<file path="src/fir_filter_circular_assert.svh">
// assertion macros for the fir filter block
`ifndef FIR_FILTER_CIRCULAR_ASSERT_SVH
`define FIR_FILTER_CIRCULAR_ASSERT_SVH

// same-cycle implication, checked outside reset
`define FFC_ASSERT_NOW(label, clk, rst, ante, cons) \
  label: assert property (@(posedge clk) disable iff (rst) (ante) |-> (cons)) \
    else $error("fir filter: same-cycle check failed");

// next-cycle implication, checked outside reset
`define FFC_ASSERT_NEXT(label, clk, rst, ante, cons) \
  label: assert property (@(posedge clk) disable iff (rst) (ante) |=> (cons)) \
    else $error("fir filter: next-cycle check failed");

`endif

</file>
<file path="src/ffc_pkg.sv">
// shared constants and controller/datapath types for the fir filter
package ffc_pkg;

  localparam int TAPS_DEFAULT = 64;
  localparam int DATA_W       = 16;
  localparam int TAP_IDX_W    = 6;
  localparam int KIND_W       = 2;
  localparam int IN_TDATA_W   = 40;
  localparam int OUT_TDATA_W  = 16;

  localparam logic [KIND_W-1:0] KIND_SAMPLE = 2'd0;
  localparam logic [KIND_W-1:0] KIND_COEF   = 2'd1;
  localparam logic [KIND_W-1:0] KIND_CLEAR  = 2'd2;

  typedef struct packed {
    logic start;   // sample beat: store it and begin the tap sweep
    logic issue;   // read one tap and one history entry
    logic finish;  // round the sum into the output register
    logic tap_wr;  // coefficient beat
    logic clr;     // clear-history beat
  } ffc_cmd_t;

  typedef struct packed {
    logic last_tap;
    logic pipe_busy;
    logic out_free;
  } ffc_status_t;

endpackage

</file>
<file path="src/ffc_ctrl.sv">
// sequencer for the fir filter: accepts beats and steps the tap sweep
module ffc_ctrl (
  input  logic                        clk,
  input  logic                        rst,
  input  logic                        in_valid,
  input  logic [ffc_pkg::KIND_W-1:0]  in_kind,
  output logic                        in_ready,
  input  ffc_pkg::ffc_status_t        status,
  output ffc_pkg::ffc_cmd_t           cmd
);

  typedef enum logic [2:0] {
    ST_IDLE  = 3'b001,
    ST_RUN   = 3'b010,
    ST_FLUSH = 3'b100
  } state_t;

  state_t state, state_next;

  always_ff @(posedge clk) begin
    if (rst) begin
      state <= ST_IDLE;
    end else begin
      state <= state_next;
    end
  end

  always_comb begin
    state_next = state;
    cmd        = '0;
    in_ready   = 1'b0;
    unique case (state)
      ST_IDLE: begin
        in_ready = 1'b1;
        if (in_valid) begin
          unique case (in_kind)
            ffc_pkg::KIND_SAMPLE: begin
              cmd.start  = 1'b1;
              state_next = ST_RUN;
            end
            ffc_pkg::KIND_COEF:  cmd.tap_wr = 1'b1;
            ffc_pkg::KIND_CLEAR: cmd.clr    = 1'b1;
            default: ;
          endcase
        end
      end
      ST_RUN: begin
        cmd.issue = 1'b1;
        if (status.last_tap) begin
          state_next = ST_FLUSH;
        end
      end
      ST_FLUSH: begin
        // wait for the multiply pipe to drain and the output slot to open
        if (!status.pipe_busy && status.out_free) begin
          cmd.finish = 1'b1;
          state_next = ST_IDLE;
        end
      end
      default: state_next = ST_IDLE;
    endcase
  end

endmodule

</file>
<file path="src/ffc_datapath.sv">
// fir datapath: history and tap memories, one mac, rounding and output register
module ffc_datapath #(
  parameter int TAPS = ffc_pkg::TAPS_DEFAULT
) (
  input  logic                                clk,
  input  logic                                rst,
  input  ffc_pkg::ffc_cmd_t                   cmd,
  output ffc_pkg::ffc_status_t                status,
  input  logic signed [ffc_pkg::DATA_W-1:0]   sample_in,
  input  logic [ffc_pkg::TAP_IDX_W-1:0]       tap_index,
  input  logic signed [ffc_pkg::DATA_W-1:0]   tap_value,
  input  logic                                block_last,
  output logic                                out_valid,
  input  logic                                out_ready,
  output logic signed [ffc_pkg::DATA_W-1:0]   sample_out,
  output logic                                block_last_out
);

  localparam int PTR_W  = $clog2(TAPS);
  localparam int PROD_W = 2 * ffc_pkg::DATA_W;
  localparam int ACC_W  = PROD_W + PTR_W;
  localparam int FRAC   = ffc_pkg::DATA_W - 1;
  localparam logic [PTR_W-1:0] LAST_IDX = PTR_W'(TAPS - 1);
  localparam logic signed [ACC_W-1:0] ROUND_HALF = ACC_W'(1 << (FRAC - 1));
  localparam logic signed [ACC_W-1:0] SAT_MAX = ACC_W'((1 << FRAC) - 1);
  localparam logic signed [ACC_W-1:0] SAT_MIN = -ACC_W'(1 << FRAC);

  logic signed [ffc_pkg::DATA_W-1:0] hist_mem [TAPS];
  logic signed [ffc_pkg::DATA_W-1:0] tap_mem  [TAPS];
  logic [TAPS-1:0]                   hist_ok;

  logic [PTR_W-1:0] wp;
  logic [PTR_W-1:0] rd_ptr;
  logic [PTR_W-1:0] tap_k;
  logic             last_flag;

  logic                              s1_v;
  logic signed [ffc_pkg::DATA_W-1:0] tap_rd;
  logic signed [ffc_pkg::DATA_W-1:0] hist_rd;
  logic                              hist_rd_ok;
  logic signed [ffc_pkg::DATA_W-1:0] hist_eff;
  logic                              s2_v;
  logic signed [PROD_W-1:0]          prod;
  logic signed [ACC_W-1:0]           acc;

  logic signed [ACC_W-1:0]           rnd_sum;
  logic signed [ACC_W-1:0]           rnd_shift;
  logic signed [ffc_pkg::DATA_W-1:0] sat_val;
  logic                              tap_in_range;

  assign tap_in_range = 32'(tap_index) < TAPS;

  // memory writes and registered reads
  always_ff @(posedge clk) begin
    if (cmd.start) begin
      hist_mem[wp] <= sample_in;
    end
    if (cmd.tap_wr && tap_in_range) begin
      tap_mem[tap_index[PTR_W-1:0]] <= tap_value;
    end
    if (cmd.issue) begin
      tap_rd     <= tap_mem[tap_k];
      hist_rd    <= hist_mem[rd_ptr];
      hist_rd_ok <= hist_ok[rd_ptr];
    end
  end

  // history entries not written since the last clear read as zero
  always_ff @(posedge clk) begin
    if (rst || cmd.clr) begin
      hist_ok <= '0;
      wp      <= '0;
    end else if (cmd.start) begin
      hist_ok[wp] <= 1'b1;
      wp          <= (wp == LAST_IDX) ? '0 : wp + 1'b1;
    end
  end

  // tap sweep: k counts up, read pointer walks back from the newest sample
  always_ff @(posedge clk) begin
    if (cmd.start) begin
      rd_ptr    <= wp;
      tap_k     <= '0;
      last_flag <= block_last;
    end else if (cmd.issue) begin
      rd_ptr <= (rd_ptr == '0) ? LAST_IDX : rd_ptr - 1'b1;
      tap_k  <= tap_k + 1'b1;
    end
  end

  assign hist_eff = hist_rd_ok ? hist_rd : '0;

  always_ff @(posedge clk) begin
    if (rst) begin
      s1_v <= 1'b0;
      s2_v <= 1'b0;
    end else begin
      s1_v <= cmd.issue;
      s2_v <= s1_v;
    end
  end

  always_ff @(posedge clk) begin
    prod <= tap_rd * hist_eff;
    if (cmd.start) begin
      acc <= '0;
    end else if (s2_v) begin
      acc <= acc + ACC_W'(prod);
    end
  end

  // round half up to q1.15, then saturate
  assign rnd_sum   = acc + ROUND_HALF;
  assign rnd_shift = rnd_sum >>> FRAC;

  always_comb begin
    priority if (rnd_shift > SAT_MAX) begin
      sat_val = SAT_MAX[ffc_pkg::DATA_W-1:0];
    end else if (rnd_shift < SAT_MIN) begin
      sat_val = SAT_MIN[ffc_pkg::DATA_W-1:0];
    end else begin
      sat_val = rnd_shift[ffc_pkg::DATA_W-1:0];
    end
  end

  always_ff @(posedge clk) begin
    if (rst) begin
      out_valid <= 1'b0;
    end else if (cmd.finish) begin
      out_valid <= 1'b1;
    end else if (out_ready) begin
      out_valid <= 1'b0;
    end
  end

  always_ff @(posedge clk) begin
    if (cmd.finish) begin
      sample_out     <= sat_val;
      block_last_out <= last_flag;
    end
  end

  assign status.last_tap  = (tap_k == LAST_IDX);
  assign status.pipe_busy = s1_v || s2_v;
  assign status.out_free  = !out_valid || out_ready;

endmodule

</file>
<file path="src/fir_filter_circular.sv">
// Direct-form FIR filter with a circular history of TAPS signed Q1.15 samples and a
// loadable coefficient store. A sample beat (tuser 0) is stored in the history, then a
// single multiply-accumulate unit walks all TAPS coefficients against the history, one
// tap per cycle, reading the coefficient and history memories through one read port each;
// the exact sum is rounded half up to Q1.15 and saturated. A sample beat keeps the input
// closed from acceptance through the TAPS tap reads, the drain of the multiply pipe and
// the rounding into the output register, until the controller is back in idle. The
// result sits in that register, so the next beat is accepted while it waits; a later
// sweep holds in its flush state until the register is free again. Coefficient beats
// (tuser 1) and clear beats (tuser 2) are taken in idle and give no
// output; tuser 3 is ignored. Coefficients must be loaded before use and are not
// cleared by reset or by a clear beat; the history reads as zero after reset or clear.
module fir_filter_circular #(
  parameter int TAPS = ffc_pkg::TAPS_DEFAULT
) (
  input  logic                                 clk,
  input  logic                                 rst,
  input  logic                                 s_axis_tvalid,
  output logic                                 s_axis_tready,
  // sample_in [15:0], tap_index [21:16], tap_value [37:22], zero [39:38]
  input  logic [ffc_pkg::IN_TDATA_W-1:0]       s_axis_tdata,
  // kind [1:0]
  input  logic [ffc_pkg::KIND_W-1:0]           s_axis_tuser,
  input  logic                                 s_axis_tlast,
  output logic                                 m_axis_tvalid,
  input  logic                                 m_axis_tready,
  // sample_out [15:0]
  output logic [ffc_pkg::OUT_TDATA_W-1:0]      m_axis_tdata,
  output logic                                 m_axis_tlast
);

  ffc_pkg::ffc_cmd_t    cmd;
  ffc_pkg::ffc_status_t status;
  logic signed [ffc_pkg::DATA_W-1:0] sample_out;

  ffc_ctrl u_ctrl (
    .clk      (clk),
    .rst      (rst),
    .in_valid (s_axis_tvalid),
    .in_kind  (s_axis_tuser),
    .in_ready (s_axis_tready),
    .status   (status),
    .cmd      (cmd)
  );

  ffc_datapath #(
    .TAPS (TAPS)
  ) u_datapath (
    .clk            (clk),
    .rst            (rst),
    .cmd            (cmd),
    .status         (status),
    .sample_in      (s_axis_tdata[15:0]),
    .tap_index      (s_axis_tdata[21:16]),
    .tap_value      (s_axis_tdata[37:22]),
    .block_last     (s_axis_tlast),
    .out_valid      (m_axis_tvalid),
    .out_ready      (m_axis_tready),
    .sample_out     (sample_out),
    .block_last_out (m_axis_tlast)
  );

  assign m_axis_tdata = sample_out;

`include "fir_filter_circular_assert.svh"

  // the input side only opens when no sweep is in the multiply pipe
  `FFC_ASSERT_NOW(a_ready_idle, clk, rst, s_axis_tready, !status.pipe_busy && !cmd.issue)
  // a sample beat closes the input until its result is formed
  `FFC_ASSERT_NEXT(a_sample_busy, clk, rst, s_axis_tvalid && s_axis_tready && s_axis_tuser == ffc_pkg::KIND_SAMPLE, !s_axis_tready)
  // a finished sum is always presented on the next cycle
  `FFC_ASSERT_NEXT(a_finish_out, clk, rst, cmd.finish, m_axis_tvalid)

endmodule
</file>
<file path="config.mk">
export PLATFORM = sky130hd
export DESIGN_NAME = fir_filter_circular
export DESIGN_NICKNAME = d
export VERILOG_FILES = /design/src/ffc_pkg.sv /design/src/ffc_ctrl.sv /design/src/ffc_datapath.sv /design/src/fir_filter_circular.sv
export VERILOG_INCLUDE_DIRS = /design/src /design/src/src
export SDC_FILE = /design/constraint.sdc
export NUM_CORES = 2
export LEC_CHECK = 0
export BUFFER_PORTS_ARGS = -buffer_cell sky130_fd_sc_hd__buf_2
export CORE_UTILIZATION = 30
export DETAILED_ROUTE_END_ITERATION = 8
export MAX_ROUTING_LAYER = met4
export PLACE_DENSITY = 0.42
export SYNTH_ARGS = -nofsm -noshare
export SYNTH_HDL_FRONTEND = slang
export SYNTH_SLANG_ARGS = --single-unit
export TNS_END_PERCENT = 10
</file>
<file path="constraint.sdc">
create_clock -name clk -period 7.5 [get_ports clk]
set_input_delay 0.75 -clock clk [delete_from_list [all_inputs] [get_ports clk]]
set_output_delay 0.75 -clock clk [all_outputs]
set_load 0.005 [all_outputs]
</file>
## Word-level counts from Yosys, hierarchy flattened

Memory sizes are Yosys's and may differ from the RTL's. A register that Yosys moved wholly into a read port is not among the register bits.
Index checks and enable logic that the tools add are counted.

- Bitwise gates (word level): 1
- $mul: 1
- Reductions and logical operators: 12
- Muxes and demuxes: 32
- Order comparisons: 5
- Equal/unequal tests: 11
- Add/subtract/negate cells: 5

Operators with widths:

| kind | count |
|---|---|
| 64-bit OR | 1 |
| 38-bit by 16-bit adder with 38-bit output, second input constant | 1 |
| 38-bit by 32-bit adder with 38-bit output | 1 |
| 16-bit by 16-bit multiplier with 32-bit output | 1 |
| 16-bit two-way mux | 2 |
| 6-bit two-way mux | 4 |
| 23-bit by 16-bit > comparator with 1-bit output, second input constant | 1 |
| 23-bit by 16-bit < comparator with 1-bit output, second input constant | 1 |
| 1-bit two-way mux | 17 |
| 6-bit by 7-bit < comparator with 1-bit output, second input constant | 2 |
| 6-bit by 1-bit adder with 6-bit output, second input constant | 2 |
| 6-bit == test, second input constant | 2 |
| 3-bit two-way mux | 4 |
| 3-bit one-hot mux with 3 select lines | 1 |
| 1-bit binary-select mux with 6-bit select | 1 |
| 1-bit demux with 6-bit select | 1 |
| 6-bit by 1-bit >= comparator with 1-bit output, second input constant | 1 |
| 6-bit logical NOT | 1 |
| 2-bit inequality test, second input constant | 3 |
| 6-bit by 1-bit subtractor with 6-bit output, second input constant | 1 |
| 2-bit two-way mux | 2 |
| 4-bit AND reduction | 1 |
| 2-bit nonzero test | 2 |
| 3-bit by 1-bit == test with 1-bit output, second input constant | 1 |
| 9 further kinds | 13 |

- Bits in registers: 177
- Memory bits (writable): 2048
- Bits of input ports: 47
- Logic and storage cells: 83
- Memories: 2

Memory list:

| memory | words | bits a word | read ports | clocked after Yosys merged registers in | write ports | line | RTL |
|---|---|---|---|---|---|---|---|
| u_datapath.hist_mem | 64 | 16 | 1 | 1 | 1 | ffc_datapath.sv:28 | `logic signed [ffc_pkg::DATA_W-1:0] hist_mem [TAPS];` |
| u_datapath.tap_mem | 64 | 16 | 1 | 1 | 1 | ffc_datapath.sv:29 | `logic signed [ffc_pkg::DATA_W-1:0] tap_mem [TAPS];` |

## Longest topological paths before layout

- Depth after elaboration: 6
- Gate-level depth with buffers: 25

## By module

A second synthesis with hierarchy kept.

- Cells, all modules: 5101
- Area, all modules: 97424.7 um^2

By module, submodules not included:

| module | sequential area each (um^2) | area each (um^2) | instances | cells each |
|---|---|---|---|---|
| ffc_datapath | 66193.5 | 97194.5 | 1 | 5074 |
| ffc_ctrl | 60.1 | 230.2 | 1 | 27 |

## Worst setup path before layout

No wires, ideal clock.

- Kind: register to register
- Start point: register u_datapath.hist_rd_ok
- End point: register u_datapath.prod[24]
- Clock period less this slack: 6067 ps
- Path slack: 1433 ps
- Required time: 7380 ps
- Arrival time: 5948 ps
- Cell stages (with the launch flop): 23
- Buffers on the path: 2
- Cell sequence: edfxtp_1 > clkbuf_1 > and2_1 > clkbuf_1 > nand2_1 > fa_1 > fa_1 > inv_1 > fa_1 > inv_1 > fa_1 > inv_1 > fa_1 > fa_1 > ha_1 > and3_1 > nand3_1 > o31ai_1 > nand2_1 > o311ai_1 > a21o_1 > a21oi_1 > xnor2_1

- Word-level cells in the longest chain between the ends: 2

RTL lines:

| element | line | RTL |
|---|---|---|
| from (decl) | ffc_datapath.sv:40 | `logic hist_rd_ok;` |
| from (signal assigned) | ffc_datapath.sv:64 | `hist_rd_ok <= hist_ok[rd_ptr];` |
| 16-bit two-way mux | ffc_datapath.sv:91 | `assign hist_eff = hist_rd_ok ? hist_rd : '0;` |
| 16-bit by 16-bit multiplier with 32-bit output | ffc_datapath.sv:104 | `prod <= tap_rd * hist_eff;` |
| to (signal assigned) | ffc_datapath.sv:104 |  |
| to (decl) | ffc_datapath.sv:43 | `logic signed [PROD_W-1:0] prod;` |

Every way passes these cells.
A chain may end at the register's enable or synchronous reset.

## Worst setup path in the final report

- Start point: register u_datapath.hist_rd[1] in the netlist's numbering, read port of u_datapath.hist_mem
- End point: register u_datapath.prod[30]

- Word-level cells in the longest chain between the ends: 2

RTL lines:

| element | line | RTL |
|---|---|---|
| from (decl) | ffc_datapath.sv:39 | `logic signed [ffc_pkg::DATA_W-1:0] hist_rd;` |
| 16-bit two-way mux | ffc_datapath.sv:91 |  |
| 16-bit by 16-bit multiplier with 32-bit output | ffc_datapath.sv:104 |  |

Every way passes these cells.

==> metrics.md <==
| Metric | Value |
|---|---|
| FF-to-FF Start | `u_datapath.hist_rd[1]` |
| Syn_nets | `5,592` |
| Ratio of cells with drive above 1 in the final layout | `24.7%` |
| Clock buffer count from CTS | `264` |
| Power after layout | `approximately 0.027 W` |
| Crit-path cells | `and2_1 > nand2_1 > inv_1 > fa_1 > fa_1 > fa_1 > fa_1 > fa_1 > inv_1 > fa_1 > inv_1 > ha_1 > nand4_1 > nor3_1 > nand3_1 > a31oi_1 > o21ai_0 > nand2_1 > xor2_1` |
| H-tree depth | `5` |
| Startpoint types | `register` |
| Period utilization | `between 90% and 100%` |
| Drt pass-1 iters | `9` |
| Wire length per cell | `between 20 and 30 microns` |
| Grt total ovfl | `0` |
| Switch share | `21.2%` |
| Cell variety after synth | `70` |
| Worst hold path type | `in2reg` |
| Slack of the worst reg-to-reg path | `around 0.7 ns` |
| Max VDD drop | `180 uV` |
| Critical Path AT | `7.56 ns` |
| Pwr Density | `between 200 and 250 mW/mm^2` |
| Post-synth top area share | `64.8%` |
| Vias in the first global route | `between 50,000 and 60,000` |
| Vias per Instance | `around 4.8` |
| Pin count of the biggest net entering global routing | `a little over 90` |
| Reg-to-reg critical path endpoint | `u_datapath.prod[30]` |
| Slowest-stage cell, CP | `fa_1` |
| Yosys warnings | `0` |
| CP Capture Type | `register` |
| CP max stage delay | `0.90 ns` |
| First-pass GRT wire length | `between 300,000 and 400,000 microns` |
| Area of the die | `~0.33 sq mm` |
| Hpwl dp | `155,000 microns` |
| Leak | `approximately 37 nW` |
| HP Start | `s_axis_tlast` |
| Hold slack final | `0.0935 ns` |
| Sw power | `roughly 0.0057 W` |
| Gr usage total | `between 10% and 20%` |
| Layout area overhead | `14.9%` |
| CP Max Fanout | `9` |
| DRC violations left | `0` |
| Die Height | `572 microns` |
| Top cell by count, worst path | `fa_1` |
| Ys async rst share | `0%` |
| Seq/Total Area, Yosys | `between 60% and 70%` |
| Sink Count | `around 2,300` |
| Count of pins over their slew limit | `0` |
| # hold bufs at CTS | `0` |
| IO Port Bufs | `63` |
| Core area | `approximately 0.32 sq mm` |
| Post-synth EDFFs | `approximately 2,100` |
| CP delay by family, top | `adder cells` |
| Crit Path Class | `reg2reg` |
| Post_cts resized | `0` |
| Status | `finished clean` |
| Worst-path clk slew | `~0.06 ns` |
| # Post-CTS Setup Buffers | `0` |
| Root Buffer | `clkbuf_16` |
| Largest area contributor in the synthesized netlist | `edfxtp_1` |
| Antenna violations before repair | `27` |
| Wirelength, routed | `around 260,000 microns` |
| Post-Syn Instances | `around 5,200` |
| Hold Fails Final Rpt | `0` |
| Clock Path Buffers | `4` |
| I/O pin total | `between 60 and 70` |
| Routability Congestion | `~0.78` |
| Row Count | `roughly 210` |
| Most used flip-flop cell after synthesis | `edfxtp_1` |
| Slew Limit Headroom | `14.6%` |
| RSZ-0062 raised after global routing | `no` |
| Nets | `between 5,000 and 6,000` |
| Synth top cells by count | `2,105 x edfxtp_1, 675 x mux4_2, 374 x nor2_1, 303 x inv_1, 263 x fa_1` |
| Synth top area cells | `edfxtp_1 65%, mux4_2 16%, fa_1 5.4%` |
| CTS tree | `built` |
| Count leader, synth | `edfxtp_1` |
| Post-Syn Area | `roughly 0.098 sq mm` |
| Hold path cells | `1` |
| Clk pwr share | `between 40 and 50%` |
| Worst-margin pin slew | `roughly 1.3 ns` |
| Worst skew pair latency | `~0.87 ns` |
| Via count | `48,014` |
| Die Wd | `572 microns` |
| Final setup violating endpoints | `0` |
| Worst r2r path cells | `19` |
| Maximum clock frequency | `roughly 150 MHz` |
| Max cap viols | `0` |
| WP buf/inv | `3` |
| Starting Density | `30.3%` |
| WP data required | `between 8 and 9 ns` |
| Post-route setup TNS | `0 ns` |
| Tmin final | `between 6 and 7 ns` |
| Detail Route Antenna Nets | `0` |
| Seq cells post-synth | `2,257` |
| Sequential power share | `between 50% and 60%` |
| Int Pwr | `0.0211 W` |
| Core Util, Final | `a little over a third` |
| Mean Syn Cell Area | `around 19 sq um` |
| Worst Skew | `approximately 0.038 ns` |
| DRT iter0 DRCs | `about 4,300` |
| Logic pwr share | `roughly 2.8%` |
| Hold Path End | `u_datapath.last_flag` |
==> per-layer routing <==
layer	global-route usage [%]	up-vias	part of all wire, %
met5	-	-	0
met4	3.62	0	2.1
met3	2.05	316	3.9
met2	25.7	986	47
met1	22.9	25956	47
li1	-	20756	-
==> metrics by stage <==
step | area, sq um | setup WS [ns] | cells
3_5_place_dp | 104000 | 0.694 | 9433
4_1_cts | 112000 | 0.631 | 9902
6_report | 112000 | 0.702 | 9912
2_1_floorplan | 97500 | 1.43 | 5158
3_3_place_gp | 104000 | 0.695 | 9433
5_1_grt | 112000 | 0.227 | 9906
==> sequential cells by signal (all words and copies together), names as in the netlist <==
| register | flops |
|---|---|
| u_datapath.hist_mem | 1024 |
| u_datapath.tap_mem | 1024 |
| u_datapath.hist_ok | 64 |
| u_datapath.acc | 38 |
| u_datapath.prod | 32 |
| u_datapath.hist_rd | 16 |
| u_datapath.sample_out | 16 |
| u_datapath.tap_rd | 16 |
| u_datapath.rd_ptr | 6 |
| u_datapath.tap_k | 6 |
| u_datapath.wp | 6 |
| u_ctrl.state | 3 |
| u_datapath.block_last_out | 1 |
| u_datapath.hist_rd_ok | 1 |
| u_datapath.last_flag | 1 |
| u_datapath.out_valid | 1 |
| u_datapath.s1_v | 1 |
| u_datapath.s2_v | 1 |
==> layout make-up <==
type	count	area, sq um
timing repair buffer	237	1720
tap	4305	5390
inverter	305	1140
clock inverter	127	1000
sequential	2257	66300
clock buffer	342	7100
antenna	10	25.0
multi-input combinational	2329	29400
fill	30544	210000
==> power groups by stage <==
stage          clock (W)  sequential, W  combinational [W]
2_1_floorplan          0         0.0140           0.000372
3_3_place_gp           0         0.0141           0.000768
3_5_place_dp           0         0.0141           0.000781
4_1_cts           0.0126         0.0138           0.000782
5_1_grt           0.0130         0.0138           0.000814
6_report          0.0122         0.0138           0.000759
==> logic make-up (layout without fill, tap and decap cells) <==
family	Yosys count	count (layout)	synth area share (%)
compound gates	279	279	1.81
xor+xnor	93	93	0.843
fa+ha+maj	387	387	6.99
buf+inv	572	1011	2.37
flops	2257	2257	67.9
mux	717	717	16.0
other cells	0	10	0
simple gates	853	853	4.03
==> cells in the final DEF, fill, tap and decap left out, types with 42 or more instances in the layout <==
cell       count
ha_1         124
clkinv_1      65
inv_1        302
mux2i_1       42
mux4_2       675
buf_4        166
dfxtp_1      147
edfxtp_1    2105
nand2_1      173
nor2_1       270
buf_2         63
fa_1         263
nand3_1       51
and3_1       139
xnor2_1       54
clkbuf_1      65
clkbuf_16    270
nor2_2        71
a21oi_1       85
==> how the worst max path moves through the flow <==
stage / startpoint / to / slack [ns] / cells past startpoint
after floorplan: u_datapath.hist_rd_ok / u_datapath.prod[24] / 1.43 / 22
after global placement: u_datapath.hist_rd_ok / u_datapath.prod[30] / 0.70 / 19
after detailed placement: u_datapath.hist_rd[1] / u_datapath.prod[30] / 0.69 / 19
after CTS: u_datapath.hist_rd[1] / u_datapath.prod[30] / 0.63 / 19
after global routing: u_datapath.hist_rd[1] / u_datapath.prod[30] / 0.23 / 19
final: u_datapath.hist_rd[1] / u_datapath.prod[30] / 0.70 / 19
Note: power is estimated with default switching activity, not from simulation.
